--- src/rtl/core/oaat_pkg.sv ---
// Shared types, constants and hash functions for the one-at-a-time bucket hash block.
`default_nettype none

package oaat_pkg;

  localparam int unsigned KeyW    = 8;
  localparam int unsigned HashW   = 32;
  localparam int unsigned SizeW   = 24;
  localparam int unsigned StepCntW = $clog2(HashW);

  localparam int unsigned ShMixAdd  = 10;
  localparam int unsigned ShMixXor  = 6;
  localparam int unsigned ShFinAdd1 = 3;
  localparam int unsigned ShFinXor  = 11;
  localparam int unsigned ShFinAdd2 = 15;

  localparam logic [SizeW-1:0] TableSizeReset = SizeW'(127);

  typedef enum logic [1:0] {
    ST_MIX,
    ST_FIN,
    ST_DIV,
    ST_DONE
  } oaat_state_e;

  typedef struct packed {
    logic fold;      // fold the accepted key byte into the running hash
    logic fin;       // apply avalanche, clear running hash, start divider
    logic div_step;  // one restoring-division step
    logic load_out;  // move result into the output register
  } oaat_cmd_t;

  typedef struct packed {
    logic div_last;  // current step is the last division step
  } oaat_status_t;

  function automatic logic [HashW-1:0] fold_byte(input logic [HashW-1:0] h,
                                                 input logic [KeyW-1:0]  b);
    logic [HashW-1:0] t;
    t = h + HashW'(b);
    t = t + (t << ShMixAdd);
    t = t ^ (t >> ShMixXor);
    return t;
  endfunction

  function automatic logic [HashW-1:0] avalanche(input logic [HashW-1:0] h);
    logic [HashW-1:0] t;
    t = h + (h << ShFinAdd1);
    t = t ^ (t >> ShFinXor);
    t = t + (t << ShFinAdd2);
    return t;
  endfunction

endpackage

`default_nettype wire

--- src/rtl/core/one_at_a_time_bucket_hash_top.sv ---
// Top level of the one-at-a-time bucket hash: config register, controller and datapath.
// Flow: a non-last key byte is folded in the cycle it is accepted; after the last byte
//   input stalls through avalanche, 32 division steps and the load of the result word.
// The 32-step bit-serial remainder unit sets the per-key overhead. Bytes of the next key
//   are taken while a result waits in the output register, not while it waits to load.
// Reset: running hash clears to zero, table_size to 127, no result pending.
`default_nettype none

module one_at_a_time_bucket_hash_top (
  input  wire logic                        clk_i,
  input  wire logic                        rst_ni,
  input  wire logic                        cfg_we_i,
  input  wire logic [oaat_pkg::SizeW-1:0]  cfg_wdata_i,
  input  wire logic                        in_valid_i,
  output logic                             in_stall_o,
  input  wire logic [oaat_pkg::KeyW-1:0]   key_byte_i,
  input  wire logic                        last_byte_i,
  output logic                             out_valid_o,
  input  wire logic                        out_stall_i,
  output logic [oaat_pkg::HashW-1:0]       raw_hash_o,
  output logic [oaat_pkg::SizeW-1:0]       bucket_index_o
);
  import oaat_pkg::*;

  logic [SizeW-1:0] table_size_q;
  oaat_cmd_t        cmd;
  oaat_status_t     status;

  always_ff @(posedge clk_i or negedge rst_ni) begin
    if (!rst_ni) begin
      table_size_q <= TableSizeReset;
    end else if (cfg_we_i) begin
      table_size_q <= cfg_wdata_i;
    end
  end

  oaat_ctrl u_ctrl (
    .clk_i       (clk_i),
    .rst_ni      (rst_ni),
    .in_valid_i  (in_valid_i),
    .last_byte_i (last_byte_i),
    .in_stall_o  (in_stall_o),
    .out_stall_i (out_stall_i),
    .out_valid_o (out_valid_o),
    .status_i    (status),
    .cmd_o       (cmd)
  );

  oaat_dp u_dp (
    .clk_i          (clk_i),
    .rst_ni         (rst_ni),
    .cmd_i          (cmd),
    .status_o       (status),
    .key_byte_i     (key_byte_i),
    .table_size_i   (table_size_q),
    .raw_hash_o     (raw_hash_o),
    .bucket_index_o (bucket_index_o)
  );

  // hold off input after the last byte of a key
  a_stall_after_last: assert property (@(posedge clk_i) disable iff (!rst_ni)
    (in_valid_i && !in_stall_o && last_byte_i) |=> in_stall_o)
    else $error("input not stalled after last byte");

  // a new result only appears out of the finish sequence
  a_result_from_finish: assert property (@(posedge clk_i) disable iff (!rst_ni)
    (cmd.load_out) |-> in_stall_o)
    else $error("result loaded outside finish state");

  a_bucket_in_range: assert property (@(posedge clk_i) disable iff (!rst_ni)
    (out_valid_o && (table_size_q != '0)) |-> (bucket_index_o < table_size_q))
    else $error("bucket index not below table size");

  a_fold_only_when_open: assert property (@(posedge clk_i) disable iff (!rst_ni)
    cmd.fold |-> (!cmd.fin && !cmd.div_step && !cmd.load_out))
    else $error("byte folded during finish sequence");

endmodule

`default_nettype wire

--- src/rtl/core/oaat_ctrl.sv ---
// Controller state machine: byte acceptance, finish sequencing and output handshake.
`default_nettype none

module oaat_ctrl (
  input  wire logic                  clk_i,
  input  wire logic                  rst_ni,
  input  wire logic                  in_valid_i,
  input  wire logic                  last_byte_i,
  output logic                       in_stall_o,
  input  wire logic                  out_stall_i,
  output logic                       out_valid_o,
  input  wire oaat_pkg::oaat_status_t status_i,
  output oaat_pkg::oaat_cmd_t        cmd_o
);
  import oaat_pkg::*;

  oaat_state_e state_q, state_d;
  logic        out_valid_q, out_valid_d;
  logic        in_acc;
  logic        out_free;

  assign in_acc   = in_valid_i && (state_q == ST_MIX);
  assign out_free = !out_valid_q || !out_stall_i;

  always_comb begin
    state_d = state_q;
    case (state_q)
      ST_MIX: begin
        if (in_acc && last_byte_i) state_d = ST_FIN;
      end
      ST_FIN: state_d = ST_DIV;
      ST_DIV: begin
        if (status_i.div_last) state_d = ST_DONE;
      end
      ST_DONE: begin
        if (out_free) state_d = ST_MIX;
      end
      default: state_d = ST_MIX;
    endcase
  end

  always_comb begin
    cmd_o          = '0;
    cmd_o.fold     = in_acc;
    cmd_o.fin      = (state_q == ST_FIN);
    cmd_o.div_step = (state_q == ST_DIV);
    cmd_o.load_out = (state_q == ST_DONE) && out_free;
    in_stall_o     = (state_q != ST_MIX);
  end

  always_comb begin
    out_valid_d = out_valid_q;
    if (cmd_o.load_out) begin
      out_valid_d = 1'b1;
    end else if (out_valid_q && !out_stall_i) begin
      out_valid_d = 1'b0;
    end
  end

  assign out_valid_o = out_valid_q;

  always_ff @(posedge clk_i or negedge rst_ni) begin
    if (!rst_ni) begin
      state_q     <= ST_MIX;
      out_valid_q <= 1'b0;
    end else begin
      state_q     <= state_d;
      out_valid_q <= out_valid_d;
    end
  end

endmodule

`default_nettype wire

--- src/rtl/core/oaat_dp.sv ---
// Datapath: running hash, avalanche, bit-serial remainder unit and output registers.
`default_nettype none

module oaat_dp (
  input  wire logic                        clk_i,
  input  wire logic                        rst_ni,
  input  wire oaat_pkg::oaat_cmd_t         cmd_i,
  output oaat_pkg::oaat_status_t           status_o,
  input  wire logic [oaat_pkg::KeyW-1:0]   key_byte_i,
  input  wire logic [oaat_pkg::SizeW-1:0]  table_size_i,
  output logic [oaat_pkg::HashW-1:0]       raw_hash_o,
  output logic [oaat_pkg::SizeW-1:0]       bucket_index_o
);
  import oaat_pkg::*;

  logic [HashW-1:0]    hash_q, hash_d;
  logic [HashW-1:0]    raw_q;
  logic [HashW-1:0]    quo_q;
  logic [SizeW-1:0]    rem_q;
  logic [StepCntW-1:0] cnt_q;
  logic [HashW-1:0]    fin_hash;
  logic [SizeW:0]      trial;
  logic [SizeW:0]      divisor;
  logic [SizeW-1:0]    rem_d;
  logic [HashW-1:0]    out_raw_q;
  logic [SizeW-1:0]    out_bucket_q;

  assign fin_hash = avalanche(hash_q);
  assign divisor  = {1'b0, table_size_i};
  assign trial    = {rem_q, quo_q[HashW-1]};

  always_comb begin
    if (trial >= divisor) begin
      rem_d = SizeW'(trial - divisor);
    end else begin
      rem_d = trial[SizeW-1:0];
    end
  end

  always_comb begin
    hash_d = hash_q;
    if (cmd_i.fold) begin
      hash_d = fold_byte(hash_q, key_byte_i);
    end else if (cmd_i.fin) begin
      hash_d = '0;
    end
  end

  always_ff @(posedge clk_i or negedge rst_ni) begin
    if (!rst_ni) begin
      hash_q <= '0;
    end else begin
      hash_q <= hash_d;
    end
  end

  always_ff @(posedge clk_i) begin
    if (cmd_i.fin) begin
      raw_q <= fin_hash;
      quo_q <= fin_hash;
      rem_q <= '0;
      cnt_q <= '0;
    end else if (cmd_i.div_step) begin
      quo_q <= quo_q << 1;
      rem_q <= rem_d;
      cnt_q <= cnt_q + StepCntW'(1);
    end
    if (cmd_i.load_out) begin
      out_raw_q    <= raw_q;
      // a zero-size table maps every key to bucket zero
      out_bucket_q <= (table_size_i == '0) ? '0 : rem_q;
    end
  end

  assign status_o.div_last = (cnt_q == StepCntW'(HashW - 1));
  assign raw_hash_o        = out_raw_q;
  assign bucket_index_o    = out_bucket_q;

endmodule

`default_nettype wire

--- config.mk ---
export PLATFORM = sky130hd
export DESIGN_NAME = one_at_a_time_bucket_hash_top
export DESIGN_NICKNAME = d
export VERILOG_FILES = /design/src/rtl/core/oaat_pkg.sv /design/src/rtl/core/one_at_a_time_bucket_hash_top.sv /design/src/rtl/core/oaat_ctrl.sv /design/src/rtl/core/oaat_dp.sv
export SDC_FILE = /design/constraint.sdc
export NUM_CORES = 1
export LEC_CHECK = 0
export BUFFER_PORTS_ARGS = -buffer_cell sky130_fd_sc_hd__buf_4
export CAP_MARGIN = 20
export CORE_MARGIN = 5
export CORE_UTILIZATION = 55
export DETAILED_ROUTE_END_ITERATION = 16
export PLACE_DENSITY = 0.74
export SKIP_LAST_GASP = 1
export SLEW_MARGIN = 20
export SYNTH_ARGS = -nofsm -noshare
export SYNTH_HDL_FRONTEND = slang
export SYNTH_SLANG_ARGS = --single-unit
--- constraint.sdc ---
create_clock -name clk_i -period 15.9 [get_ports clk_i]
set_input_delay 1.59 -clock clk_i [delete_from_list [all_inputs] [get_ports clk_i]]
set_output_delay 1.59 -clock clk_i [all_outputs]
set_load 0.03 [all_outputs]
After elaboration in Yosys (flattened, before gate mapping)
Cells that the tools add are included.
{ "op_classes": {"add_sub_neg": 6, "n_lt_le_gt_ge": 1, "eq_ne": 7, "n_mux": 11, "bitwise": 2, "reduce_logical": 14} }
{ "ops": {"columns": ["op", "count"], "rows": [
  ["$mux 32", 4],
  ["$add 32x32->32", 3],
  ["$add 32x8->32", 1],
  ["$xor 32x21->32", 1],
  ["$xor 32x26->32", 1],
  ["$ge 25x24->1", 1],
  ["$logic_not 24->1", 1],
  ["$mux 24", 1],
  ["$sub 24x24->24", 1],
  ["$pmux 2 s4", 1],
  ["$reduce_bool 2->1", 4],
  ["$mux 2", 3],
  ["$add 5x1->5 const B", 1],
  ["$eq 5x5->1 const B", 1],
  ["$eq 2x2->1 const B", 2],
  ["$logic_and 1x1->1", 4],
  ["$ne 2x1->1 const B", 2],
  ["$reduce_and 3->1", 1],
  ["$eq 2x1->1 const B", 1],
  ["$logic_not 1->1", 2],
  ["$logic_not 2->1", 1],
  ["$mux 1", 2],
  ["$ne 2x2->1 const B", 1],
  ["$logic_or 1x1->1", 1]
]} }
{ "totals": {"reg_bits": 208, "inputBits": 38, "out_inout_bits": 58} }

Depth between registers and ports, before layout
{ "logic_depth": {"ltp_word": 5, "ltp_mapped": 25} }

By module
Synthesis repeated with hierarchy kept, for this count alone.
{ "unflattened": {"cells_unflattened": 1274, "area_unflattened_um2": 13415.4} }
{ "modules_own_cells": {"columns": ["mod", "instances", "cells_each", "area_each_um2", "seq_area_each_um2"], "rows": [
  ["oaat_dp", 1, 1200, 12154.2, 4984.8],
  ["one_at_a_time_bucket_hash_top", 1, 51, 1006.0, 609.3],
  ["oaat_ctrl", 1, 23, 255.2, 75.1]
]} }

Least setup slack after synthesis
Ideal clock, no wire load.
{ "synth_path": {"kind": "input to register", "startpoint": "input port out_stall_i", "endpoint": "register u_dp.out_bucket_q[0], in the netlist u_dp.bucket_index_o[0], enable pin", "arrival_time_ns": 5.659, "setup_slack_ns": 9.685, "cell_stages": 1, "path_cell_list": "a21boi_0"} }
{ "synth_via": {"elab_chain_len": 3} }
{ "synth_lines": {"columns": ["item", "line", "rtl"], "rows": [
  ["start, declared", "one_at_a_time_bucket_hash_top.sv:19", "input wire logic out_stall_i,"],
  ["$logic_not 1->1", "oaat_ctrl.sv:23", "assign out_free = !out_valid_q || !out_stall_i;"],
  ["$logic_or 1x1->1", "oaat_ctrl.sv:23", null],
  ["$logic_and 1x1->1", "oaat_ctrl.sv:47", "cmd_o.load_out = (state_q == ST_DONE) && out_free;"],
  ["end signal, assigned", "oaat_dp.sv:71", "out_bucket_q <= (table_size_i == '0) ? '0 : rem_q;"],
  ["end, declared", "oaat_dp.sv:26", "logic [SizeW-1:0] out_bucket_q;"]
]} }
Every way passes these cells.
A chain may end at the register's enable or synchronous reset.

Worst setup path in the final report
{ "layout_path": {"startpoint": "register u_dp.hash_q[0]", "endpoint": "register u_dp.quo_q[31], data pin"} }
{ "layout_via": {"elab_chain_len": 4} }
{ "layout_lines": {"columns": ["item", "line", "rtl"], "rows": [
  ["start, declared", "oaat_dp.sv:16", "logic [HashW-1:0] hash_q, hash_d;"],
  ["start signal, assigned", "oaat_dp.sv:53", "hash_q <= hash_d;"],
  ["$add 32x32->32", "oaat_pkg.sv:48", "t = h + (h << ShFinAdd1);"],
  ["$xor 32x21->32", "oaat_pkg.sv:49", "t = t ^ (t >> ShFinXor);"],
  ["$add 32x32->32", "oaat_pkg.sv:50", "t = t + (t << ShFinAdd2);"],
  ["named net u_dp.fin_hash[31]", "oaat_dp.sv:21", "logic [HashW-1:0] fin_hash;"],
  ["$mux 32", "oaat_dp.sv:58", "if (cmd_i.fin) begin"],
  ["end signal, assigned", "oaat_dp.sv:60", "quo_q <= fin_hash;"],
  ["end signal, assigned", "oaat_dp.sv:64", "quo_q <= quo_q << 1;"],
  ["end, declared", "oaat_dp.sv:18", "logic [HashW-1:0] quo_q;"]
]} }
The timed path passes the listed nets, and every way through them passes these cells.

==> results by group <==
Synthesis
  – Most common cell in the netlist: edfxtp_1
  – Register bit total from synthesis: 208
  – Yosys warning count: 0
  – Area contributors post-synth: edfxtp_1 27%, dfrtp_1 9.9%, ha_1 9.8%, xnor2_1 5.7%, dfxtp_1 4.4%
  – Area leader, netlist: edfxtp_1
  – Asr flop ratio synth: 0.284
  – Sequential cell area fraction in the yosys report: 0.430
  – Synth Flop Type: edfxtp_1
  – Commonest cells in the synthesized netlist: 120 x edfxtp_1, 112 x nor2_1, 108 x nand2_1
  – Post-Syn Area: 13200 um2
  – Synth cell types: 73
  – Mapped Nets: 1471
  – Post-synth EDFFs: 120
  – Syn Area/Cell: 9.94 um2
  – Post-synth top area share: 0.273
  – Post-Syn Instances: 1325

Clock network
  – # Post-CTS Setup Buffers: 0
  – Num Clock Sinks: 208
  – H-tree levels: 1
  – CTS tree: built
  – Num CTS Buffers: 22
  – Worst-path clk slew: 70 ps
  – Root Driver: clkbuf_16
  – Clk_lat worst skew: 500 ps
  – # hold bufs at CTS: 0
  – Post_cts resized: 0
  – Clk buf depth: 3

Die
  – # rows: 56
  – Initial Utilization: 0.560
  – Die area: 27200 um2
  – Die height: 165 um
  – Die X: 165 um
  – Core Area: 23500 um2
  – I/O pin count: 96

Global route
  – Global Route Usage Sum: 0.225
  – Largest net degree at the start of global routing: 97
  – Vias in the first global route: 9399
  – Initial antenna violation count: 0
  – GRT overflow: 0
  – First-pass GRT wire length: 49100 um

Route
  – Final antenna-violating net count: 0
  – Wire per inst: 17.6 um
  – Iter 0 DRT Violations: 753
  – Via count: 10100
  – Residual DRC: 0
  – Final wirelength: 30800 um
  – TritonRoute pass-1 iters: 5
  – Vias per cell: 5.77

Worst setup path
  – Crit path top cell by count: a21oi_1
  – Levels on crit path: 21
  – Setup CP Type: register to register
  – Critical Path AT: 6510 ps
  – Buf/Inv on CP: 0
  – Crit path max fanout: 4
  – Slowest cell delay on critical path: 480 ps
  – Critical path launch point type: register
  – Cell chain of the critical path: ha_1 -> fa_1 -> a21oi_1 -> o21ai_1 -> o2111ai_2 -> a211oi_1 -> o41a_1 -> or2_4 -> a221oi_4 -> xor2_1 -> fa_1 -> a21oi_1 -> o21ai_1 -> o311a_1 -> o2111ai_1 -> a31oi_1 -> a221o_1 -> a21oi_1 -> xnor3_1 -> xnor2_2 -> mux2_2
  – Crit. End Element: register
  – CP required: 16150 ps
  – Crit path max-delay family: compound AO/OA/AOI/OAI gates
  – Worst r2r path cells: 21
  – R2r setup slk: 9650 ps
  – Critical path's slowest cell: dfrtp_1

Final layout
  – Diode count: 0
  – Layout cells sized above 1: 0.128
  – Filler cell count: 1946
  – Layout Nets: 1557
  – Area grow syn2layout: 13.6%

Timing
  – Final Hold Viols: 0
  – Final Max Tran Viols: 0
  – Setup TNS: 0 ps
  – Min Tclk post-route: 6250 ps
  – Fmax: 160 MHz
  – Final Skew: 12.3 ps
  – Setup violators final: 0
  – RSZ-0062 raised after global routing: false
  – Slew margin rel.: 0.312
  – Worst-Margin Slew: 1030 ps
  – Period utilization: 0.393

Min path
  – Worst Hold Depth: 0
  – Min-delay worst type: register to register

Status
  – Run status: completed

Place
  – Dpl hpwl: 23200 um
  – I/O Buffers: 95
  – RePlAce Congestion: 0.932

Run
  – Maximum Capacitance Violations: 0
layout by cell type (no fill, tap or decap), drive strengths merged, types with 5 or more instances in the layout:
master	count
a211oi	8
a21boi	7
a21o	28
a21oi	75
a311oi	22
a31oi	8
and2	11
and3	12
buf	102
clkbuf	28
clkinv	8
dfrtp	52
dfstp	7
dfxtp	29
edfxtp	120
fa	5
ha	103
inv	62
mux2	27
mux2i	7
nand2	108
nand2b	13
nand3	48
nand4	17
nor2	112
nor2b	37
nor3	10
nor4	8
o21a	12
o21ai	102
o21bai	9
o31ai	6
or2	6
or3	18
xnor2	88
xor2	61
metrics by stage:
| step | utilization | setup WS (ps) | hold slack [ps] | cells | instance area (um2) |
|---|---|---|---|---|---|
| after CTS | 0.636 | 9660 | 419 | 1746 | 15000 |
| final | 0.636 | 9650 | 417 | 1746 | 15000 |
| after detailed placement | 0.604 | 9270 | 405 | 1706 | 14200 |
| after global routing | 0.636 | 9260 | 437 | 1746 | 15000 |
| after global placement | 0.604 | 9500 | 402 | 1706 | 14200 |
| after floorplan | - | 9690 | 400 | 1325 | 13200 |
registers in the layout, summed over array words and instances (netlist names):
| signal | cells |
|---|---|
| u_dp.quo_q | 32 |
| table_size_q | 24 |
| u_ctrl.state_q | 2 |
| u_ctrl.out_valid_o | 1 |
| u_dp.hash_q | 32 |
| u_dp.raw_q | 32 |
| u_dp.raw_hash_o | 32 |
| u_dp.rem_q | 24 |
| u_dp.bucket_index_o | 24 |
| u_dp.cnt_q | 5 |
layer usage:
metal | global-route usage | share of wire
met1 | 0.344 | 0.48
met2 | 0.356 | 0.45
met5 | 0 | 0
met4 | 0.0423 | 0.017
met3 | 0.0190 | 0.058
layout make-up:
| type | count | area [um2] | area share |
|---|---|---|---|
| Tap cell | 319 | 399 | 0.0267 |
| Sequential cell | 208 | 5670 | 0.379 |
| Clock buffer | 28 | 614 | 0.0410 |
| Clock inverter | 12 | 136 | 0.00911 |
| Multi-Input combinational cell | 1017 | 7160 | 0.478 |
| Inverter | 60 | 225 | 0.0150 |
| Timing Repair Buffer | 102 | 769 | 0.0514 |
worst paths after layout:
kind                                      from                   to
worst min-delay path            u_dp.raw_q[28]  u_dp.raw_hash_o[28]
worst max-delay path            u_dp.hash_q[0]       u_dp.quo_q[31]
worst min register to register  u_dp.raw_q[28]  u_dp.raw_hash_o[28]
max in group asynchronous               rst_ni      u_dp.hash_q[28]
worst max register to register  u_dp.hash_q[0]       u_dp.quo_q[31]
min in group asynchronous               rst_ni     table_size_q[12]
logic make-up after synthesis:
logic type	Yosys count	share of synthesized area
AO/OA/AOI/OAI	310	0.151
XOR/XNOR	152	0.105
adder cells (fa/ha/maj)	109	0.106
buffers and inverters	100	0.0286
flip-flops	208	0.430
multiplexers	34	0.0284
AND/OR/NAND/NOR	412	0.150
Power is not shown: default switching activity piles up to over one toggle a cycle in this logic, so the estimate is an artifact.
